--- config.mk ---
export PLATFORM = sky130hd
export DESIGN_NAME = annexb_start_code_splitter
export DESIGN_NICKNAME = d
export VERILOG_FILES = /design/src/rtl/annexb_pkg.sv /design/src/rtl/annexb_start_code_splitter.sv
export SDC_FILE = /design/constraint.sdc
export NUM_CORES = 1
export LEC_CHECK = 0
export CAP_MARGIN = 10
export CORE_MARGIN = 2
export CORE_UTILIZATION = 40
export CTS_BUF_LIST = sky130_fd_sc_hd__clkbuf_16
export DETAILED_ROUTE_END_ITERATION = 12
export DONT_BUFFER_PORTS = 1
export SKIP_CTS_REPAIR_TIMING = 1
export SLEW_MARGIN = 10
export SYNTH_ARGS = -nofsm -noshare
export SYNTH_HDL_FRONTEND = slang
export SYNTH_SLANG_ARGS = --single-unit
export TNS_END_PERCENT = 50
--- constraint.sdc ---
create_clock -name clock -period 9.25 [get_ports clock]
set_input_delay 0.925 -clock clock [delete_from_list [all_inputs] [get_ports clock]]
set_output_delay 0.925 -clock clock [all_outputs]
set_load 0.005 [all_outputs]
--- src/rtl/annexb_pkg.sv ---
package annexb_pkg;

   // Room for the most result items one input byte can cause
   localparam int MaxRes = 6;
   localparam int CntW   = $clog2(MaxRes + 1);
   localparam int IdxW   = $clog2(MaxRes);

   typedef struct packed {
      logic [7:0] out_byte;
      logic [7:0] unit_type;
      logic       unit_first;
      logic       unit_last;
      logic       marker_long;
   } rsp_type;

   // Splitter state plus the results gathered while one byte is processed
   typedef struct packed {
      rsp_type [MaxRes-1:0] list;
      logic [CntW-1:0]      count;
      logic [1:0]           zero_run;
      logic                 in_unit;
      logic                 header_wait;
      logic [7:0]           held_byte;
      logic                 held_valid;
      logic                 held_first;
      logic [7:0]           cur_type;
      logic                 cur_long;
   } step_type;

endpackage

--- src/rtl/annexb_start_code_splitter.sv ---
// A result passes the input register, the result batch register and the output register; unit
// bytes are held back one byte so the final one can carry unit_last.
// Throughput: one byte per cycle if rsp_ready is high and a byte yields at most one result;
// a byte with several results holds the input until the output register has taken its batch.
// Reset (synchronous, active high): no unit open, no pending zeros, queues empty, keep_marker 0.
module annexb_start_code_splitter
   import annexb_pkg::*;
(
   input  logic       clock,
   input  logic       reset,
   input  logic       req_valid,
   output logic       req_ready,
   input  logic [7:0] req_data_byte,
   input  logic       req_buffer_end,
   output logic       rsp_valid,
   input  logic       rsp_ready,
   output logic [7:0] rsp_out_byte,
   output logic [7:0] rsp_unit_type,
   output logic       rsp_unit_first,
   output logic       rsp_unit_last,
   output logic       rsp_marker_long,
   input  logic       csr_wr_en,
   input  logic       csr_wr_data
);

   function automatic step_type emit(step_type s, logic [7:0] b, logic first, logic last);
      rsp_type r;
      r.out_byte    = b;
      r.unit_type   = s.cur_type;
      r.unit_first  = first;
      r.unit_last   = last;
      r.marker_long = s.cur_long;
      if (s.count < CntW'(MaxRes)) begin
         s.list[s.count[IdxW-1:0]] = r;
         s.count = s.count + CntW'(1);
      end
      return s;
   endfunction

   function automatic step_type push_byte(step_type s, logic [7:0] b);
      logic first;
      first = !s.held_valid;
      if (s.held_valid) begin
         s = emit(s, s.held_byte, s.held_first, 1'b0);
      end
      s.held_byte  = b;
      s.held_first = first;
      s.held_valid = 1'b1;
      return s;
   endfunction

   function automatic step_type push_zeros(step_type s, logic [1:0] n);
      for (int i = 0; i < 3; i++) begin
         if (2'(i) < n) begin
            s = push_byte(s, 8'h00);
         end
      end
      return s;
   endfunction

   function automatic step_type push_marker(step_type s);
      s = push_zeros(s, s.cur_long ? 2'd3 : 2'd2);
      s = push_byte(s, 8'h01);
      return s;
   endfunction

   function automatic step_type close_unit(step_type s);
      if (s.held_valid) begin
         s = emit(s, s.held_byte, s.held_first, 1'b1);
      end
      s.held_valid = 1'b0;
      s.held_first = 1'b0;
      return s;
   endfunction

   function automatic step_type unit_byte(step_type s, logic [7:0] b);
      if (b == 8'h00) begin
         if (s.zero_run != 2'd3) begin
            s.zero_run = s.zero_run + 2'd1;
         end else begin
            s = push_byte(s, 8'h00);
         end
      end else if (b == 8'h01 && s.zero_run >= 2'd2) begin
         s = close_unit(s);
         s.in_unit     = 1'b0;
         s.header_wait = 1'b1;
         s.cur_long    = (s.zero_run == 2'd3);
         s.zero_run    = 2'd0;
      end else begin
         s = push_zeros(s, s.zero_run);
         s = push_byte(s, b);
         s.zero_run = 2'd0;
      end
      return s;
   endfunction

   logic                 keep_marker_ff;
   logic                 in_valid_ff;
   logic [7:0]           in_byte_ff;
   logic                 in_end_ff;

   logic [1:0]           zero_run_ff;
   logic                 in_unit_ff;
   logic                 header_wait_ff;
   logic [7:0]           held_byte_ff;
   logic                 held_valid_ff;
   logic                 held_first_ff;
   logic [7:0]           cur_type_ff;
   logic                 cur_long_ff;

   rsp_type [MaxRes-1:0] batch_ff;
   logic [CntW-1:0]      batch_cnt_ff;
   logic [CntW-1:0]      batch_idx_ff;

   logic                 rsp_valid_ff;
   rsp_type              rsp_ff;

   step_type             step_in;
   logic                 batch_avail;
   logic                 out_load;
   logic                 batch_free;
   logic                 step_go;

   // One input byte through the splitter, results collected in order
   always_comb begin
      step_type s;
      s.list        = '0;
      s.count       = '0;
      s.zero_run    = zero_run_ff;
      s.in_unit     = in_unit_ff;
      s.header_wait = header_wait_ff;
      s.held_byte   = held_byte_ff;
      s.held_valid  = held_valid_ff;
      s.held_first  = held_first_ff;
      s.cur_type    = cur_type_ff;
      s.cur_long    = cur_long_ff;

      if (s.header_wait) begin
         // type byte: opens the unit and is also a content byte, after the start code if keep_marker_ff
         s.cur_type    = in_byte_ff;
         s.header_wait = 1'b0;
         s.in_unit     = 1'b1;
         s.held_valid  = 1'b0;
         s.zero_run    = 2'd0;
         if (keep_marker_ff) begin
            s = push_marker(s);
         end
         s = unit_byte(s, in_byte_ff);
      end else if (s.in_unit) begin
         s = unit_byte(s, in_byte_ff);
      end else begin
         if (in_byte_ff == 8'h00) begin
            if (s.zero_run != 2'd3) begin
               s.zero_run = s.zero_run + 2'd1;
            end
         end else if (in_byte_ff == 8'h01 && s.zero_run >= 2'd2) begin
            s.header_wait = 1'b1;
            s.cur_long    = (s.zero_run == 2'd3);
            s.zero_run    = 2'd0;
         end else begin
            s.zero_run = 2'd0;
         end
      end

      if (in_end_ff) begin
         if (s.in_unit) begin
            // trailing zeros belong to the unit at end of buffer
            s = push_zeros(s, s.zero_run);
            s = close_unit(s);
         end else if (s.header_wait && keep_marker_ff) begin
            s.cur_type   = 8'h00;
            s.held_valid = 1'b0;
            s = push_marker(s);
            s = close_unit(s);
         end
         s.zero_run    = 2'd0;
         s.in_unit     = 1'b0;
         s.header_wait = 1'b0;
         s.held_valid  = 1'b0;
         s.held_first  = 1'b0;
      end
      step_in = s;
   end

   assign batch_avail = (batch_idx_ff != batch_cnt_ff);
   assign out_load    = batch_avail && (!rsp_valid_ff || rsp_ready);
   assign batch_free  = !batch_avail || (out_load && (batch_idx_ff + CntW'(1) == batch_cnt_ff));
   assign step_go     = in_valid_ff && batch_free;
   assign req_ready   = !in_valid_ff || step_go;

   always_ff @(posedge clock) begin
      if (reset) begin
         keep_marker_ff <= 1'b0;
      end else if (csr_wr_en) begin
         keep_marker_ff <= csr_wr_data;
      end
   end

   always_ff @(posedge clock) begin
      if (reset) begin
         in_valid_ff <= 1'b0;
      end else if (req_valid && req_ready) begin
         in_valid_ff <= 1'b1;
      end else if (step_go) begin
         in_valid_ff <= 1'b0;
      end
   end

   always_ff @(posedge clock) begin
      if (req_valid && req_ready) begin
         in_byte_ff <= req_data_byte;
         in_end_ff  <= req_buffer_end;
      end
   end

   always_ff @(posedge clock) begin
      if (reset) begin
         zero_run_ff    <= 2'd0;
         in_unit_ff     <= 1'b0;
         header_wait_ff <= 1'b0;
         held_valid_ff  <= 1'b0;
         held_first_ff  <= 1'b0;
         held_byte_ff   <= 8'h00;
         cur_type_ff    <= 8'h00;
         cur_long_ff    <= 1'b0;
      end else if (step_go) begin
         zero_run_ff    <= step_in.zero_run;
         in_unit_ff     <= step_in.in_unit;
         header_wait_ff <= step_in.header_wait;
         held_valid_ff  <= step_in.held_valid;
         held_first_ff  <= step_in.held_first;
         held_byte_ff   <= step_in.held_byte;
         cur_type_ff    <= step_in.cur_type;
         cur_long_ff    <= step_in.cur_long;
      end
   end

   always_ff @(posedge clock) begin
      if (reset) begin
         batch_cnt_ff <= '0;
         batch_idx_ff <= '0;
      end else if (step_go) begin
         batch_cnt_ff <= step_in.count;
         batch_idx_ff <= '0;
      end else if (out_load) begin
         batch_idx_ff <= batch_idx_ff + CntW'(1);
      end
   end

   always_ff @(posedge clock) begin
      if (step_go) begin
         batch_ff <= step_in.list;
      end
   end

   always_ff @(posedge clock) begin
      if (reset) begin
         rsp_valid_ff <= 1'b0;
      end else if (out_load) begin
         rsp_valid_ff <= 1'b1;
      end else if (rsp_ready) begin
         rsp_valid_ff <= 1'b0;
      end
   end

   always_ff @(posedge clock) begin
      if (out_load) begin
         rsp_ff <= batch_ff[batch_idx_ff[IdxW-1:0]];
      end
   end

   assign rsp_valid       = rsp_valid_ff;
   assign rsp_out_byte    = rsp_ff.out_byte;
   assign rsp_unit_type   = rsp_ff.unit_type;
   assign rsp_unit_first  = rsp_ff.unit_first;
   assign rsp_unit_last   = rsp_ff.unit_last;
   assign rsp_marker_long = rsp_ff.marker_long;

`ifndef NO_ASSERTIONS
   a_batch_idx_bound: assert property (@(posedge clock) disable iff (reset)
      batch_idx_ff <= batch_cnt_ff)
      else $error("batch read index past batch count");

   a_batch_cnt_bound: assert property (@(posedge clock) disable iff (reset)
      batch_cnt_ff <= CntW'(MaxRes))
      else $error("batch count exceeds capacity");

   a_unit_or_header: assert property (@(posedge clock) disable iff (reset)
      !(in_unit_ff && header_wait_ff))
      else $error("open unit while waiting for type byte");

   a_held_first_valid: assert property (@(posedge clock) disable iff (reset)
      held_first_ff |-> held_valid_ff)
      else $error("held first flag without held byte");

   a_no_step_on_busy: assert property (@(posedge clock) disable iff (reset)
      (in_valid_ff && batch_avail && !out_load) |=> $stable(batch_cnt_ff))
      else $error("batch overwritten before drained");
`endif

endmodule
; Word level (Yosys, flattened, before mapping)
; Index checks and enable logic that the tools add are counted.
[classes]
mux = 197
magnitude_cmp = 72
reduce_logical = 52
n_eq_ne = 8
addsub = 21
[op_table]
columns = cell, n
row1 = 140-bit 2-to-1 mux, 92
row2 = 117-bit 2-to-1 mux, 21
row3 = 114-bit bitwise mux, 19
row4 = 19-bit demux with 3-bit select, 18
row5 = 19-bit 2-to-1 mux, 21
row6 = 45-bit 2-to-1 mux, 3
row7 = 3-bit by 4-bit < comparator with 1-bit output (second input constant), 19
row8 = 3-bit by 1-bit adder with 3-bit output (second input constant), 19
row9 = 19-bit binary-select mux with 3-bit select, 1
row10 = 3-bit by 1-bit >= comparator with 1-bit output (second input constant), 18
row11 = 3-bit < comparator (second input constant), 18
row12 = 21-bit 2-to-1 mux, 2
row13 = 1-bit logical AND, 25
row14 = 22-bit 2-to-1 mux, 1
row15 = 1-bit zero test, 20
row16 = 1-bit by 2-bit < comparator with 1-bit output (first input constant), 10
row17 = 18-bit 2-to-1 mux, 1
row18 = 1-bit 2-to-1 mux, 13
row19 = 2-bit < comparator (first input constant), 5
row20 = 2-bit 2-to-1 mux, 5
row21 = 8-bit by 1-bit equality test with 1-bit output (second input constant), 1
row22 = 8-bit zero test, 1
row23 = 2-bit equality test (second input constant), 3
row24 = 2-bit by 1-bit adder with 2-bit output (second input constant), 2
row25 = 7 further kinds, 12
[totals]
output_inout_bits = 21
register_bits = 174
in_bits = 15

; Longest topological paths before layout
; Gate-level depths: netlist of run 1.
[logic_depth]
ltp_word = 124
mapped_depth = 34
depth_no_buf = 27

; Least setup slack after synthesis of run 1
; No wires, ideal clock.
[synth_timing]
kind = reg2reg
from = register zero_run_ff[1]
to = register batch_ff[10] (netlist bit) (data pin)
t_arrival_ps = 6621
setup_ps = 154
required_ps = 9096
slack_ps = 2475
stages_incl_launch_ff = 33
path_buffers = 7
cell_sequence = dfxtp_1 -> clkbuf_1 -> clkbuf_1 -> nor2_1 -> inv_1 -> ha_1 -> clkbuf_1 -> or3b_2 -> a21oi_1 -> o32a_1 -> a21boi_1 -> inv_1 -> clkbuf_1 -> ha_1 -> clkbuf_1 -> nor3_1 -> nor2_1 -> ha_1 -> and2_1 -> nor2_1 -> inv_1 -> ha_1 -> nand3b_1 -> nor2_1 -> a311o_1 -> nand3_1 -> o21ai_1 -> and4_1 -> clkbuf_1 -> a211oi_1 -> buf_2 -> mux2_2 -> o22ai_1
[synth_rtl]
columns = element, line
row1 = from (decl), annexb_start_code_splitter.sv:102  ; logic [1:0] zero_run_ff;
row2 = from (signal assigned), annexb_start_code_splitter.sv:227  ; zero_run_ff <= step_in.zero_run;
row3 = to (signal assigned), annexb_start_code_splitter.sv:252  ; batch_ff <= step_in.list;
row4 = to (decl), annexb_start_code_splitter.sv:111  ; rsp_type [MaxRes-1:0] batch_ff;

==> results of run 1 <==
==> synthesized netlist by cell type, types with 10 or more instances <==
cell	instances
o22a_1	10
mux2i_1	33
nand3_1	24
mux4_2	19
a22oi_1	13
nand2_1	97
o22ai_1	42
nor3_1	26
dfxtp_1	32
edfxtp_1	142
and3_1	13
a21oi_1	79
o21ai_0	60
ha_1	12
nand4_1	11
a22o_1	12
a21o_1	14
xnor2_1	11
nand2b_1	14
nor2_1	118
inv_1	41
clkbuf_1	57
==> critical path, stage by stage (launching register included) <==
cell	delay, ns
dfxtp_1	0.89
nor2_1	0.17
inv_1	0.22
ha_1	0.36
or2_2	0.19
o32ai_1	0.09
o32a_1	0.36
a21boi_1	0.72
inv_1	0.49
ha_1	0.61
nor3_1	0.30
nor2_1	0.08
ha_1	0.34
and2_1	0.18
nor2_1	0.17
inv_1	0.06
ha_1	0.22
nand3b_1	0.13
nor2_1	0.06
a311o_1	0.34
nand3_1	0.11
o21ai_1	0.18
and4_1	0.32
a21oi_1	0.48
nand2_1	0.35
a21boi_1	0.30
a22o_1	0.24
==> per-stage QoR <==
stage | instances | hold slack [ns] | instance area [sq um] | worst slack [ns] | util [%]
after detailed placement | 1363 | 0.4787 | 10810 | 1.479 | 41.73
after CTS | 1395 | 0.4877 | 11390 | 1.457 | 43.94
after global placement | 1363 | 0.4679 | 10810 | 1.731 | 41.73
final | 1396 | 0.4880 | 11390 | 1.115 | 43.96
after global routing | 1396 | 0.5167 | 11390 | 0.6154 | 43.96
after floorplan | 1080 | 0.4550 | 10530 | 2.475 | -
==> metal layers <==
| metal | track usage (%) | up-vias |
|---|---|---|
| met5 | 0 | - |
| met4 | 6.049 | 0 |
| met3 | 4.051 | 68 |
| met2 | 37.13 | 529 |
| met1 | 35.48 | 4301 |
| li1 | - | 4022 |
==> where the power goes <==
group	leakage [nW]	internal [mW]	switching, mW
logic	1.93	0.170	0.323
registers	1.65	1.06	0.0774
clock network	0.279	0.358	0.350
==> final timing paths <==
check                                        to  slack, ns             from  depth (start not counted)
worst max-delay path               batch_ff[18]       1.12   zero_run_ff[1]                         26
worst min-delay path            batch_cnt_ff[1]       0.49  batch_cnt_ff[1]                          2
worst max register to register     batch_ff[18]       1.12   zero_run_ff[1]                         26
worst min register to register  batch_cnt_ff[1]       0.49  batch_cnt_ff[1]                          2
==> flip-flops by register name (all words and copies together), names as in the netlist, 2 cells and up <==
register and count:
batch_cnt_ff 3, cur_type_ff 8, in_byte_ff 8, held_byte_ff 8, batch_ff 114, zero_run_ff 2, rsp_out_byte 8, batch_idx_ff 3
rsp_unit_type 8
==> cells by family (layout without fill, tap and decap cells) <==
| logic type | Yosys count | count (layout) | synth area share, % |
|---|---|---|---|
| buf+inv | 116 | 97 | 4.377 |
| mux | 61 | 61 | 8.278 |
| fa+ha+maj | 12 | 12 | 1.427 |
| other cells | 1 | 4 | 0.03565 |
| simple gates | 360 | 360 | 16.10 |
| xor+xnor | 17 | 17 | 1.665 |
| flops | 174 | 174 | 46.62 |
| compound gates | 336 | 336 | 21.49 |
==> layout make-up <==
class | instances | area (sq um)
Fill cell | 2474 | 14520
Multi-Input combinational cell | 790 | 5169
Sequential cell | 174 | 4906
Clock buffer | 17 | 425.4
Tap cell | 335 | 419.2
Inverter | 44 | 167.7
Timing Repair Buffer | 21 | 155.1
Clock inverter | 15 | 148.9
==> impl_metrics.env, run 1 <==
export IMPL_status="completed"
export IMPL_drc=0
export IMPL_ys_warn_count=0
export IMPL_rsz0062_at_grt="false"
export IMPL_drtIter0Drc=1192
export IMPL_cts_buffers=17
export IMPL_gp_congestion=1.018
export IMPL_synth_area_sq_um=10520
export IMPL_yosys_register_bits=174
export IMPL_viasPerCell=6.390
export IMPL_cp_max_fo=28
export IMPL_initial_utilization_pct=40.60
export IMPL_met1Wirelength_mm=14.82
export IMPL_power_ir_vdd_worst_mv=0.1469
export IMPL_end_kind="register"
export IMPL_die_w_microns=166.2
export IMPL_cts_root_buffer="clkbuf_16"
export IMPL_cp_start_kind="register"
export IMPL_clock_latency_ns=0.44
export IMPL_crit_type="reg -> reg"
export IMPL_layout_commonest_cell="edfxtp_1"
export IMPL_critPathRequiredTime_ns=9.53
export IMPL_fin_crit_sh_pct=87.95
export IMPL_syn2layout_area_growth_pct=8.278
export IMPL_total_power_mw=2.336
export IMPL_cts_max_level=4
export IMPL_drv_slew=0
export IMPL_grt_pass1_vias=8313
export IMPL_cts_tree="built"
export IMPL_min_path_type="reg -> reg"
export IMPL_fin_crit_ns=8.135
export IMPL_core_rowCount=59
export IMPL_grt_pass1_wl_mm=51.38
export IMPL_drt_wirelength_per_cell_microns=24.15
export IMPL_synth_area_top_cells="edfxtp_1 (41%), dfxtp_1 (6.1%), nor2_1 (4.2%), mux4_2 (4.1%), a21oi_1 (3.8%)"
export IMPL_fin_nets=1075
export IMPL_synth_top_area_cell="edfxtp_1"
export IMPL_antenna_cells=0
export IMPL_ant_nets=0
export IMPL_wl_met3_mm=2.990
export IMPL_finalSetupViolCount=0
export IMPL_ioPinCount=36
export IMPL_vias=8920
export IMPL_cts_sinks=174
export IMPL_critPathArrivalTime_ns=8.42
export IMPL_drtPass1Iterations=6
export IMPL_synth_async_reset_ratio_pct=0
export IMPL_die_height_microns=166.2
export IMPL_core_area_sq_um=25910
export IMPL_synth_top_area_share_pct=40.53
export IMPL_die_area_sq_um=27610
export IMPL_ys_flop_type="edfxtp_1"
export IMPL_synth_cells=1077
export IMPL_antenna_found_initial=0
export IMPL_powerDensity_nw_per_um2=205.0
export IMPL_hold_viol_final=0
export IMPL_tns_ns=0
export IMPL_dp_hpwl_mm=24.00
export IMPL_relSlewSlack_pct=27.62
export IMPL_final_cell_mix="edfxtp_1 (142), nor2_1 (118), nand2_1 (97)"
export IMPL_clock_path_buffers=2
export IMPL_synth_edf_count=142
export IMPL_synth_cell_types=87
export IMPL_tightest_slew_ns=1.086
export IMPL_avgSynthCellArea_sq_um=9.768
export IMPL_fmax_mhz=122.9
export IMPL_top_layer_used="met4"
export IMPL_met2_length_mm=15.08
export IMPL_totalWireLength_mm=33.71
export IMPL_overflow=0
export IMPL_track_usage_pct=24.13
export IMPL_fin_skew_ns=0.01402
export IMPL_p_leak_nw=3.851
export IMPL_clkTransAtPathRegs_ns=0.07
export IMPL_synth_seq_area_share_pct=46.62
export IMPL_io_buffers=0
export IMPL_grt_max_degree=82
export IMPL_drv_cap=0
export IMPL_layout_drive_gt1_share_pct=10.56
Power figures use the tool's default switching activity.
==> inputs of run 2 (changes only) <==
--- a/config.mk
+++ b/config.mk
@@ -11,6 +11,7 @@
 export CTS_BUF_LIST = sky130_fd_sc_hd__clkbuf_16
 export DETAILED_ROUTE_END_ITERATION = 12
 export DONT_BUFFER_PORTS = 1
+export MAX_ROUTING_LAYER = met4
 export SKIP_CTS_REPAIR_TIMING = 1
 export SLEW_MARGIN = 10
 export SYNTH_ARGS = -nofsm -noshare
==> run 2 against run 1 <==
  * Hold slack improved by 0.0018 ns
  * Die area unchanged
  * Routed wire length about the same
  * Via count decreased by 1.3%
  * Final cell count decreased by 0.14%
  * Sequential power about the same
  * Register-to-register slack improved by 0.26 ns
  * Clock skew increased by 0.0041 ns
  * First-iteration DRC count decreased by 3.2%
  * Largest cell class unchanged
  * Highest routed layer unchanged
==> impl_metrics.env, run 2 (synthesis results as in run 1) <==
export IMPL_die_w_microns=166.2
export IMPL_fin_crit_ns=7.872
export IMPL_track_usage_pct=25.12
export IMPL_drv_slew=0
export IMPL_cp_max_fo=28
export IMPL_clock_latency_ns=0.44
export IMPL_drtIter0Drc=1154
export IMPL_clkTransAtPathRegs_ns=0.07
export IMPL_rsz0062_at_grt="false"
export IMPL_cp_start_kind="register"
export IMPL_grt_pass1_vias=8530
export IMPL_final_cell_mix="edfxtp_1 (142), nor2_1 (118), nand2_1 (97)"
export IMPL_p_leak_nw=3.852
export IMPL_ant_nets=0
export IMPL_ioPinCount=36
export IMPL_fmax_mhz=127.0
export IMPL_layout_drive_gt1_share_pct=10.39
export IMPL_cts_max_level=4
export IMPL_fin_crit_sh_pct=85.10
export IMPL_final_cells=1394
export IMPL_dp_hpwl_mm=24.26
export IMPL_overflow=0
export IMPL_cts_sinks=174
export IMPL_cts_root_buffer="clkbuf_16"
export IMPL_crit_type="reg -> reg"
export IMPL_vias=8804
export IMPL_core_area_sq_um=25910
export IMPL_totalWireLength_mm=33.70
export IMPL_min_path_type="reg -> reg"
export IMPL_die_height_microns=166.2
export IMPL_fin_nets=1073
export IMPL_io_buffers=0
export IMPL_largest_register="batch_ff"
export IMPL_grt_max_degree=91
export IMPL_dp_cells=1362
export IMPL_critPathArrivalTime_ns=8.17
export IMPL_clock_path_buffers=2
export IMPL_powerDensity_nw_per_um2=206.6
export IMPL_finalSetupViolCount=0
export IMPL_hold_ws_ns=0.4898
export IMPL_critPathRequiredTime_ns=9.55
export IMPL_end_kind="register"
export IMPL_status="completed"
export IMPL_drt_wirelength_per_cell_microns=24.17
export IMPL_drtPass1Iterations=6
export IMPL_power_ir_vdd_worst_mv=0.2111
export IMPL_cp_slowest_stage_delay_ns=0.90
export IMPL_cts_tree="built"
export IMPL_tns_ns=0
export IMPL_core_rowCount=59
export IMPL_relSlewSlack_pct=23.12
export IMPL_drc=0
export IMPL_fillers=2468
export IMPL_antenna_found_initial=0
export IMPL_cts_buffers=17
export IMPL_crit_slowest_cell="dfxtp_1"
export IMPL_largest_reg_flops=114
export IMPL_grt_pass1_wl_mm=51.98
export IMPL_fin_skew_ns=0.01812
export IMPL_antenna_cells=0
export IMPL_hold_viol_final=0
export IMPL_layout_commonest_cell="edfxtp_1"
export IMPL_syn2layout_area_growth_pct=8.396
export IMPL_die_area_sq_um=27610
export IMPL_gp_congestion=1.082
export IMPL_drv_cap=0
export IMPL_tightest_slew_ns=1.153
export IMPL_initial_utilization_pct=40.60
export IMPL_viasPerCell=6.316
-- run 2: power breakdown --
| part | switching, mW | total [mW] | internal, mW | leakage [nW] |
|---|---|---|---|---|
| clock network | 0.344 | 0.730 | 0.386 | 0.290 |
| logic | 0.320 | 0.490 | 0.170 | 1.92 |
| registers | 0.0789 | 1.14 | 1.06 | 1.65 |
| total | 0.743 | 2.36 | 1.61 | 3.85 |
-- run 2: layer usage --
metal | global-route usage [%] | up-vias | part of all wire, %
met5 | - | - | 0
met1 | 34.03 | 4259 | 43
met2 | 37.45 | 452 | 45
met4 | 7.297 | 0 | 2.8
li1 | - | 4022 | -
met3 | 6.268 | 71 | 9.4
-- run 2: area by class of cell --
type / count / area (sq um) / share of cell area (%)
multi-input combinational: 790 / 5169 / 45.33
sequential: 174 / 4906 / 43.02
clock buffer: 17 / 425.4 / 3.731
tap: 335 / 419.2 / 3.676
clock inverter: 15 / 173.9 / 1.525
inverter: 44 / 167.7 / 1.470
timing repair buffer: 19 / 142.6 / 1.251
-- run 2: per-stage QoR --
stage               setup WS (ns)  area, sq um  utilization, %  total power [mW]
CTS                         1.587        11400           44.01             2.370
global route               0.7944        11400           44.01             2.453
floorplan                   2.475        10530               -             1.496
detailed placement          1.592        10800           41.70             1.647
finish                      1.378        11400           44.01             2.356
global placement            1.750        10800           41.70             1.635
-- run 2: path summary, 6_finish.rpt --
kind	slack [ns]	cells after the start	endpoint	from
min	0.49	2	batch_cnt_ff[1]	batch_cnt_ff[1]
min reg2reg	0.49	2	batch_cnt_ff[1]	batch_cnt_ff[1]
max reg2reg	1.38	26	batch_ff[18]	zero_run_ff[1]
max	1.38	26	batch_ff[18]	zero_run_ff[1]
-- run 2: worst max-delay path: cells and delay by family, from the launching register on --
family | cells | cell delay, ns
compound gates | 8 | 2.56
simple gates | 11 | 2.07
fa+ha+maj | 4 | 1.51
flops | 1 | 0.90
buf+inv | 3 | 0.72
==> inputs of run 3 (changes only) <==
--- a/config.mk
+++ b/config.mk
@@ -7,11 +7,12 @@
 export LEC_CHECK = 0
 export CAP_MARGIN = 10
 export CORE_MARGIN = 2
-export CORE_UTILIZATION = 40
+export CORE_UTILIZATION = 60
 export CTS_BUF_LIST = sky130_fd_sc_hd__clkbuf_16
 export DETAILED_ROUTE_END_ITERATION = 12
 export DONT_BUFFER_PORTS = 1
 export MAX_ROUTING_LAYER = met4
+export PLACE_DENSITY = 0.76
 export SKIP_CTS_REPAIR_TIMING = 1
 export SLEW_MARGIN = 10
 export SYNTH_ARGS = -nofsm -noshare
==> run 3 against run 2 <==
  * Largest power group unchanged
  * Design area is 1.6% lower
  * Sequential share of layout area up 0.69 points
  * Hold slack gained 0.0087 ns
  * Routed wire length down 1.6%
  * Clock power is 4.8% lower
  * Critical path type unchanged
  * Worst setup slack better by 0.048 ns
==> impl_metrics.env, run 3 (synthesis results as in run 1) <==
export IMPL_status="completed"
export IMPL_fin_crit_ns=7.823
export IMPL_layout_commonest_cell="edfxtp_1"
export IMPL_rsz0062_at_grt="false"
export IMPL_grt_pass1_wl_mm=49.39
export IMPL_fin_skew_ns=0.02026
export IMPL_regToRegSetupSlack_ns=1.43
export IMPL_io_buffers=0
export IMPL_cts_max_level=4
export IMPL_critPathArrivalTime_ns=8.12
export IMPL_post_dp_cell_area_sq_um=10650
export IMPL_clock_latency_ns=0.44
export IMPL_worstHoldStart="batch_cnt_ff[1]"
export IMPL_power_ir_vdd_worst_mv=0.1763
export IMPL_drc=0
export IMPL_viasPerCell=7.101
export IMPL_r2r_end="batch_ff[18]"
export IMPL_multi_input_area_sq_um=5174
export IMPL_final_cell_mix="edfxtp_1 (142), nor2_1 (118), nand2_1 (97)"
export IMPL_fmax_mhz=127.8
export IMPL_layout_drive_gt1_share_pct=10.24
export IMPL_final_area_sq_um=11220
export IMPL_cts_tree="built"
export IMPL_rr_worst_depth=26
export IMPL_overflow=0
export IMPL_core_rowCount=48
export IMPL_antenna_cells=0
export IMPL_final_cells=1280
export IMPL_track_usage_pct=37.21
export IMPL_drv_cap=0
export IMPL_hold_viol_final=0
export IMPL_die_area_sq_um=18610
export IMPL_cts_sinks=174
export IMPL_hold_depth=2
export IMPL_critPathRequiredTime_ns=9.55
export IMPL_ioPinCount=36
export IMPL_drtPass1Iterations=6
export IMPL_cp_start_kind="register"
export IMPL_largest_register="batch_ff"
export IMPL_fin_crit_sh_pct=84.57
export IMPL_crit_slowest_cell="dfxtp_1"
export IMPL_cts_root_buffer="clkbuf_16"
export IMPL_largest_reg_flops=114
export IMPL_antenna_found_initial=0
export IMPL_relSlewSlack_pct=15.74
export IMPL_dp_cells=1249
export IMPL_min_delay_worst_endpoint="batch_cnt_ff[1]"
export IMPL_grt_pass1_vias=8347
export IMPL_drt_wirelength_per_cell_microns=25.90
export IMPL_ant_nets=0
export IMPL_p_leak_nw=3.815
export IMPL_dp_hpwl_mm=23.54
export IMPL_fillers=1374
export IMPL_cp_slowest_stage_delay_ns=0.88
export IMPL_cts_buffers=17
export IMPL_finalSetupViolCount=0
export IMPL_die_height_microns=136.4
export IMPL_vias=9089
export IMPL_grt_max_degree=65
export IMPL_crit_type="reg -> reg"
export IMPL_die_w_microns=136.4
export IMPL_min_path_type="reg -> reg"
export IMPL_fin_nets=1070
export IMPL_tightest_slew_ns=1.254
export IMPL_clock_path_buffers=2
export IMPL_post_place_ws_ns=1.649
export IMPL_end_kind="register"
export IMPL_gp_congestion=0.9973
export IMPL_syn2layout_area_growth_pct=6.696
export IMPL_ff_latch_area_sq_um=4906
export IMPL_powerDensity_nw_per_um2=206.7
export IMPL_drtIter0Drc=1405
export IMPL_crit_reg2reg_launch="zero_run_ff[1]"
export IMPL_totalWireLength_mm=33.15
export IMPL_tns_ns=0
export IMPL_core_area_sq_um=17240
export IMPL_initial_utilization_pct=61.03
export IMPL_clkTransAtPathRegs_ns=0.08
export IMPL_hold_ws_ns=0.4984
export IMPL_drv_slew=0
export IMPL_cp_max_fo=28
export IMPL_setup_ws_ns=1.427
## run 3: changes by cell type in the layout (fill, tap and decap cells not counted)
cell,before,now
o31ai_2,0,1
clkinv_8,2,3
clkinvlp_4,1,4
clkinv_1,1,0
o31ai_1,5,4
inv_8,5,4
inv_6,1,2
bufinv_16,1,0
buf_4,19,16
clkinv_4,4,1
## run 3: area by class of cell
type | instances | area share [%]
flip-flops and latches | 174 | 43.71
inverters | 44 | 1.494
multi-input cells | 790 | 46.09
repair buffers | 16 | 1.070
well taps | 225 | 2.508
clock inverters | 14 | 1.338
clock buffers | 17 | 3.790
## run 3: layer usage
metal | GRT usage [%] | routed length, microns
met1 | 49.65 | 12890
met2 | 55.50 | 15230
met3 | 7.383 | 3558
met4 | 16.09 | 1476
met5 | - | 0
## run 3: worst max-delay path by stage
| stage | from | end | slack (ns) |
|---|---|---|---|
| after floorplan | zero_run_ff[1] | batch_ff[10] | 2.47 |
| after global placement | zero_run_ff[1] | batch_ff[18] | 1.85 |
| after detailed placement | zero_run_ff[1] | batch_ff[18] | 1.65 |
| after CTS | zero_run_ff[1] | batch_ff[18] | 1.57 |
| after global routing | zero_run_ff[1] | batch_ff[18] | 0.96 |
| final | zero_run_ff[1] | batch_ff[18] | 1.43 |
## run 3: report_power, final
| group | switching, mW | internal (mW) |
|---|---|---|
| logic | 0.320 | 0.170 |
| clock network | 0.338 | 0.358 |
| registers | 0.0780 | 1.06 |
| total | 0.735 | 1.58 |
## run 3: critical path: cells and delay by family, from the launching register on
family | cells | cell delay (ns)
AO/OA/AOI/OAI | 8 | 2.53
adder cells (fa/ha/maj) | 4 | 1.50
buffers and inverters | 3 | 0.71
flip-flops | 1 | 0.88
AND/OR/NAND/NOR | 11 | 2.04
## run 3: per-stage QoR
step	power, mW	utilization (%)
6_report	2.320	65.12
4_1_cts	2.320	65.12
2_1_floorplan	1.496	-
3_5_place_dp	1.639	61.78
3_3_place_gp	1.617	61.78
5_1_grt	2.403	65.12
